$ cat config.mk
export PLATFORM = sky130hd
export DESIGN_NAME = sstf_disk_scheduler
export DESIGN_NICKNAME = d
export VERILOG_FILES = /design/src/design/sstf_pkg.sv /design/src/design/sstf_store.sv /design/src/design/sstf_disk_scheduler.sv
export SDC_FILE = /design/constraint.sdc
export NUM_CORES = 1
export LEC_CHECK = 0
export BUFFER_PORTS_ARGS = -buffer_cell sky130_fd_sc_hd__buf_2
export CAP_MARGIN = 5
export CORE_ASPECT_RATIO = 1.4
export CORE_UTILIZATION = 61
export CTS_BUF_LIST = sky130_fd_sc_hd__clkbuf_16
export DETAILED_ROUTE_END_ITERATION = 6
export HOLD_SLACK_MARGIN = 0.15
export PLACE_DENSITY = 0.77
export SYNTH_ARGS = -nofsm -noshare
export SYNTH_HDL_FRONTEND = slang
export SYNTH_HIERARCHICAL = 1
export SYNTH_SLANG_ARGS = --single-unit
$ cat constraint.sdc
create_clock -name clock -period 6.3 [get_ports clock]
set_input_delay 0.63 -clock clock [delete_from_list [all_inputs] [get_ports clock]]
set_output_delay 0.63 -clock clock [all_outputs]
set_load 0.1 [all_outputs]
$ cat src/design/sstf_pkg.sv
`timescale 1ns / 1ps

package sstf_pkg;

   localparam int MAX_REQUESTS = 32;
   localparam int ADDR_W = (MAX_REQUESTS > 1) ? $clog2(MAX_REQUESTS) : 1;
   localparam int CNT_W  = $clog2(MAX_REQUESTS + 1);

   localparam int CYL_W = 16;
   localparam int SUM_W = 22;
   localparam int IDX_W = 6;

   localparam logic CMD_LOAD = 1'b0;
   localparam logic CMD_RUN  = 1'b1;

   typedef logic [CYL_W-1:0] cyl_type;

   typedef struct packed {
      logic              en;
      logic [ADDR_W-1:0] addr;
      cyl_type           data;
   } store_wr_type;

endpackage

$ cat src/design/sstf_store.sv
`timescale 1ns / 1ps

module sstf_store (
   input  logic                  clock,
   input  sstf_pkg::store_wr_type wr,
   input  logic [sstf_pkg::ADDR_W-1:0] rd_addr,
   output sstf_pkg::cyl_type      rd_data
);
   import sstf_pkg::*;

   cyl_type mem [MAX_REQUESTS];
   cyl_type rd_data_ff;

   always_ff @(posedge clock) begin
      if (wr.en) begin
         mem[wr.addr] <= wr.data;
      end
   end

   always_ff @(posedge clock) begin
      rd_data_ff <= mem[rd_addr];
   end

   assign rd_data = rd_data_ff;

endmodule

$ cat src/design/sstf_disk_scheduler.sv
`timescale 1ns / 1ps

// channel | ports                                        | direction
// req     | req_valid req_ready req_cmd req_position     | in
// rsp     | rsp_valid rsp_ready rsp_serviced_cylinder    | out
//         |   rsp_move_distance rsp_total_movement       |
//         |   rsp_service_index rsp_last rsp_empty_res   |
//
// a load or a run with no requests is handled without leaving the idle state.
// service step i of a run with n requests scans slots i..n-1 through the
// single read port of the request store, then writes back its swap in the
// done state once the result register is free.
// reset is synchronous and clears all control state; store contents stay.
// a stalled result holds the scan before its write-back; the input takes no
// transfer while a result is still waiting.

module sstf_disk_scheduler (
   input  logic                     clock,
   input  logic                     reset,
   input  logic                     req_valid,
   output logic                     req_ready,
   input  logic                     req_cmd,
   input  logic [15:0]              req_position,
   output logic                     rsp_valid,
   input  logic                     rsp_ready,
   output logic [15:0]              rsp_serviced_cylinder,
   output logic [15:0]              rsp_move_distance,
   output logic [21:0]              rsp_total_movement,
   output logic [5:0]               rsp_service_index,
   output logic                     rsp_last,
   output logic                     rsp_empty_res
);
   import sstf_pkg::*;

   localparam logic [1:0] ST_IDLE = 2'd0;
   localparam logic [1:0] ST_SCAN = 2'd1;
   localparam logic [1:0] ST_DONE = 2'd2;

   logic [1:0]        state_ff, state_in;
   logic [CNT_W-1:0]  count_ff, count_in;
   cyl_type           head_ff, head_in;
   logic [SUM_W-1:0]  sum_ff, sum_in;
   logic [ADDR_W-1:0] step_ff, step_in;
   logic [CNT_W-1:0]  scan_ff, scan_in;
   logic              rd_v_ff, rd_v_in;
   logic [ADDR_W-1:0] rd_idx_ff, rd_idx_in;
   cyl_type           best_val_ff, best_val_in;
   cyl_type           best_dist_ff, best_dist_in;
   logic [ADDR_W-1:0] best_idx_ff, best_idx_in;
   cyl_type           first_val_ff, first_val_in;

   logic              out_v_ff, out_v_in;
   cyl_type           out_cyl_ff, out_cyl_in;
   cyl_type           out_dist_ff, out_dist_in;
   logic [SUM_W-1:0]  out_sum_ff, out_sum_in;
   logic [IDX_W-1:0]  out_idx_ff, out_idx_in;
   logic              out_last_ff, out_last_in;
   logic              out_empty_ff, out_empty_in;

   store_wr_type      wr;
   logic [ADDR_W-1:0] rd_addr;
   cyl_type           rd_data;
   cyl_type           rd_dist;
   logic [CNT_W-1:0]  last_idx;
   logic              out_free;
   logic              req_xfer;
   logic              step_last;
   logic [SUM_W-1:0]  sum_next;

   sstf_store u_store (
      .clock   (clock),
      .wr      (wr),
      .rd_addr (rd_addr),
      .rd_data (rd_data)
   );

   assign out_free  = !out_v_ff || rsp_ready;
   assign req_ready = (state_ff == ST_IDLE) && out_free;
   assign req_xfer  = req_valid && req_ready;
   assign last_idx  = count_ff - CNT_W'(1);
   assign rd_addr   = scan_ff[ADDR_W-1:0];
   assign rd_dist   = (rd_data >= head_ff) ? (rd_data - head_ff) : (head_ff - rd_data);
   assign step_last = (step_ff == last_idx[ADDR_W-1:0]);
   assign sum_next  = sum_ff + SUM_W'(best_dist_ff);

   always_comb begin
      state_in     = state_ff;
      count_in     = count_ff;
      head_in      = head_ff;
      sum_in       = sum_ff;
      step_in      = step_ff;
      scan_in      = scan_ff;
      rd_v_in      = 1'b0;
      rd_idx_in    = rd_idx_ff;
      best_val_in  = best_val_ff;
      best_dist_in = best_dist_ff;
      best_idx_in  = best_idx_ff;
      first_val_in = first_val_ff;
      out_v_in     = out_v_ff && !rsp_ready;
      out_cyl_in   = out_cyl_ff;
      out_dist_in  = out_dist_ff;
      out_sum_in   = out_sum_ff;
      out_idx_in   = out_idx_ff;
      out_last_in  = out_last_ff;
      out_empty_in = out_empty_ff;
      wr.en        = 1'b0;
      wr.addr      = count_ff[ADDR_W-1:0];
      wr.data      = req_position;

      case (state_ff)
         ST_IDLE: begin
            if (req_xfer) begin
               if (req_cmd == CMD_LOAD) begin
                  if (count_ff < CNT_W'(MAX_REQUESTS)) begin
                     wr.en    = 1'b1;
                     count_in = count_ff + CNT_W'(1);
                  end
               end else begin
                  head_in = req_position;
                  sum_in  = '0;
                  step_in = '0;
                  scan_in = '0;
                  if (count_ff == '0) begin
                     out_v_in     = 1'b1;
                     out_cyl_in   = '0;
                     out_dist_in  = '0;
                     out_sum_in   = '0;
                     out_idx_in   = '0;
                     out_last_in  = 1'b0;
                     out_empty_in = 1'b1;
                  end else begin
                     state_in = ST_SCAN;
                  end
               end
            end
         end
         ST_SCAN: begin
            // issue one read per cycle, compare the data in the cycle after
            if (scan_ff < count_ff) begin
               rd_v_in   = 1'b1;
               rd_idx_in = scan_ff[ADDR_W-1:0];
               scan_in   = scan_ff + CNT_W'(1);
            end
            if (rd_v_ff) begin
               if (rd_idx_ff == step_ff) begin
                  first_val_in = rd_data;
                  best_val_in  = rd_data;
                  best_dist_in = rd_dist;
                  best_idx_in  = rd_idx_ff;
               end else if (best_dist_ff >= rd_dist) begin
                  // ties go to the later slot
                  best_val_in  = rd_data;
                  best_dist_in = rd_dist;
                  best_idx_in  = rd_idx_ff;
               end
               if (rd_idx_ff == last_idx[ADDR_W-1:0]) begin
                  state_in = ST_DONE;
               end
            end
         end
         ST_DONE: begin
            if (out_free) begin
               out_v_in     = 1'b1;
               out_cyl_in   = best_val_ff;
               out_dist_in  = best_dist_ff;
               out_sum_in   = sum_next;
               out_idx_in   = IDX_W'(step_ff);
               out_last_in  = step_last;
               out_empty_in = 1'b0;
               head_in      = best_val_ff;
               sum_in       = sum_next;
               // swap: the chosen slot takes the old value of the service slot
               wr.en        = 1'b1;
               wr.addr      = best_idx_ff;
               wr.data      = first_val_ff;
               if (step_last) begin
                  count_in = '0;
                  state_in = ST_IDLE;
               end else begin
                  step_in  = step_ff + ADDR_W'(1);
                  scan_in  = CNT_W'(step_ff) + CNT_W'(1);
                  state_in = ST_SCAN;
               end
            end
         end
         default: begin
            state_in = ST_IDLE;
         end
      endcase
   end

   always_ff @(posedge clock) begin
      if (reset) begin
         state_ff <= ST_IDLE;
         count_ff <= '0;
         head_ff  <= '0;
         sum_ff   <= '0;
         step_ff  <= '0;
         scan_ff  <= '0;
         rd_v_ff  <= 1'b0;
         out_v_ff <= 1'b0;
      end else begin
         state_ff <= state_in;
         count_ff <= count_in;
         head_ff  <= head_in;
         sum_ff   <= sum_in;
         step_ff  <= step_in;
         scan_ff  <= scan_in;
         rd_v_ff  <= rd_v_in;
         out_v_ff <= out_v_in;
      end
   end

   always_ff @(posedge clock) begin
      rd_idx_ff    <= rd_idx_in;
      best_val_ff  <= best_val_in;
      best_dist_ff <= best_dist_in;
      best_idx_ff  <= best_idx_in;
      first_val_ff <= first_val_in;
      out_cyl_ff   <= out_cyl_in;
      out_dist_ff  <= out_dist_in;
      out_sum_ff   <= out_sum_in;
      out_idx_ff   <= out_idx_in;
      out_last_ff  <= out_last_in;
      out_empty_ff <= out_empty_in;
   end

   assign rsp_valid             = out_v_ff;
   assign rsp_serviced_cylinder = out_cyl_ff;
   assign rsp_move_distance     = out_dist_ff;
   assign rsp_total_movement    = out_sum_ff;
   assign rsp_service_index     = out_idx_ff;
   assign rsp_last              = out_last_ff;
   assign rsp_empty_res         = out_empty_ff;

endmodule

==> flow_summary.ini <==
[place]
gp_congestion = 0.904
port_buffers = 83
placed_area_um2 = 31500
dp_hpwl_mm = 44.0
placed_cells = 2751

[synth]
synth_edf_count = 631
synth_xor_area_frac = 0.0222
synthCells = 2107
netlist_area_um2 = 30700
yosysWarningCount = 6
async_flop_share = 0
synth.avg_cell_area_um2 = 14.6
synth.distinct_cells = 74
synth-seq-cells = 706
synthMuxAreaShare = 0.0999
yosysSeqAreaShare = 0.666
synthFlopType = edfxtp_1
synth-simple-area-share = 0.0655
synth-adder-area-share = 0.0329
synth_top_family_by_area = multiplexers
synth_compound_area_frac = 0.0800
synth_nets = 2207

[clocking]
htreeDepth = 3
clock-sinks = 706
cts.repair.resized = 0
cts_root_buffer = clkbuf_16
cts_hold_buf = 0
clockBufferDepth = 3
post_cts_buffers = 0
clock_latency_ns = 0.61
cts_tree = built
path_clk_slew_ns = 0.06
numCtsBuffers = 66

[floorplan]
die-area_um2 = 51300
die_w_um = 192
die_y_um = 267
core_area_um2 = 49400
num_io_pins = 85
row_count = 96
start_util = 0.622

[sta]
post-route-period-util = 0.820
rsz0062_at_grt = no
drv_slew = 0
min_period_ns = 5.17
worst_pin_slew_ns = 1.13
finalSetupViolCount = 0
finalHoldViolCount = 0
setup_tns_ns = 0
max_freq_ghz = 0.194
max_slew_margin = 0.247
finClkSkew_ns = 0.0202
fin_worst_hold_slack_ns = 0.396

[drt]
drc_errors = 0
ant_nets = 0
dr.pass1.iters = 5
initialDrtViolationCount = 1579
routed_wl_mm = 70.1
num_vias = 17990
via_per_inst = 6.27
wl_per_cell_um = 24.4

[grt]
grt_first_pass_wirelength_mm = 106
grt_pass1_vias = 18101
antenna_found_initial = 0
grt_max_degree = 100
gr-total-overflow = 0
grt_usage = 0.280

[layout]
area.growth.synth_to_final_pct = 9.21
finish.instance_area_um2 = 33500
antenna_cells = 0
layoutNonFillerInstCount = 2868
drive_above_1_share = 0.127
nNetsFinal = 2282
layout_commonest_cell = edfxtp_1
final_cell_mix = edfxtp_1, mux2i_1, a21oi_1

[hold_path]
hp-start = req_position[11]
min_path_type = in2reg

[critical_path]
worstPathRequired_ns = 6.53
setup.worst_path.end_class = flop
crit_start = u_store/rd_data[0]
worstReg2RegStart = u_store/rd_data[0]
critPathKind = reg2reg
critical_path_arrival_ns = 5.39
start_kind = flop
worstPathMaxFanout = 37

[run]
cap_violations = 0

[power_and_ir_drop]
finalPower_mw = 12.5
peakVddDrop_v = 0.000361
p_leak_nw = 11.2
power_density_nw_per_um2 = 374

[run_status]
status = complete, no violations
==> cells in the mapped netlist, types with 18 or more instances <==
cell      number  area, µm²
edfxtp_1     631      18900
mux2i_1      262       2620
a21oi_1      120        601
nor2_1       101        379
nand2_1       93        349
ha_1          76        951
dfxtp_1       75       1500
a22oi_1       68        510
inv_1         54        203
and2_1        50        313
nand3_1       49        245
clkbuf_1      43        161
xnor2_1       42        368
a22o_1        33        289
xor2_1        33        289
a21o_1        31        233
buf_2         30        150
a31oi_1       28        175
nand4_1       28        175
mux2_2        27        304
nor3_1        26        130
buf_4         25        188
o21ai_0       23        115
a211oi_1      18        135
==> layer usage <==
layer / vias up / global-route usage / part of all wire
met5: - / 0 / 0
met3: 170 / 0.0429 / 0.057
met1: 8976 / 0.321 / 0.37
met4: 0 / 0.174 / 0.062
li1: 8155 / - / -
met2: 689 / 0.490 / 0.51
==> kinds of logic after synthesis <==
group / Yosys count
flip-flops: 706
AND/OR/NAND/NOR: 405
multiplexers: 298
adder cells (fa/ha/maj): 79
XOR/XNOR: 76
buffers and inverters: 176
other: 1
AO/OA/AOI/OAI: 366
==> flip-flops by register name (all words and copies together), names as in the netlist <==
signal,count
best_dist_ff,16
best_idx_ff,5
best_val_ff,16
count_ff,6
first_val_ff,16
head_ff,16
rd_idx_ff,5
rd_v_ff,1
rsp_empty_res,1
rsp_last,1
rsp_move_distance,16
rsp_service_index,5
rsp_serviced_cylinder,16
rsp_total_movement,22
rsp_valid,1
scan_ff,6
state_ff,2
step_ff,5
sum_ff,22
u_store/mem,512
u_store/rd_data,16
==> per-stage QoR <==
| stage | worst slack [ns] | utilization |
|---|---|---|
| floorplan | 0.903 | - |
| global placement | 1.24 | 0.638 |
| detailed placement | 1.17 | 0.638 |
| CTS | 1.15 | 0.679 |
| global route | 0.801 | 0.679 |
| finish | 1.13 | 0.679 |
==> final cells by class <==
class,instances,area (µm²)
timing repair buffer,128,766
tap,637,797
fill,3359,15800
multi-input combinational,1225,9280
clock buffer,71,1780
inverter,55,206
clock inverter,46,259
sequential,706,20500
==> worst max-delay path: stages (launching register included) <==
cell and delay [ns]:
dfxtp_1 0.34, inv_1 0.06, ha_1 0.16, inv_1 0.06, fa_1 0.43, a211oi_2 0.30
o211ai_1 0.14, and2_4 0.17, o2111ai_1 0.19, a32o_2 0.65, mux2i_4 0.36, xor2_1 0.18
ha_1 0.27, a21o_1 0.18, a21o_1 0.17, a221oi_1 0.27, a21oi_1 0.10, o311a_2 0.72
==> report_power, final <==
| part | switching [mW] | internal [mW] |
|---|---|---|
| Clock | 1.66 | 2.11 |
| Sequential | 0.124 | 5.42 |
| Combinational | 2.22 | 1.01 |
==> path summary, 6_finish.rpt <==
| kind | to | slack [ns] | depth (start not counted) |
|---|---|---|---|
| worst min-delay path | head_ff[11] | 0.40 | 3 |
| worst max-delay path | best_val_ff[5] | 1.13 | 17 |
| worst max register to register | best_val_ff[5] | 1.13 | 17 |
| worst min register to register | sum_ff[9] | 0.46 | 2 |
Note: power is estimated with default switching activity, not from simulation.
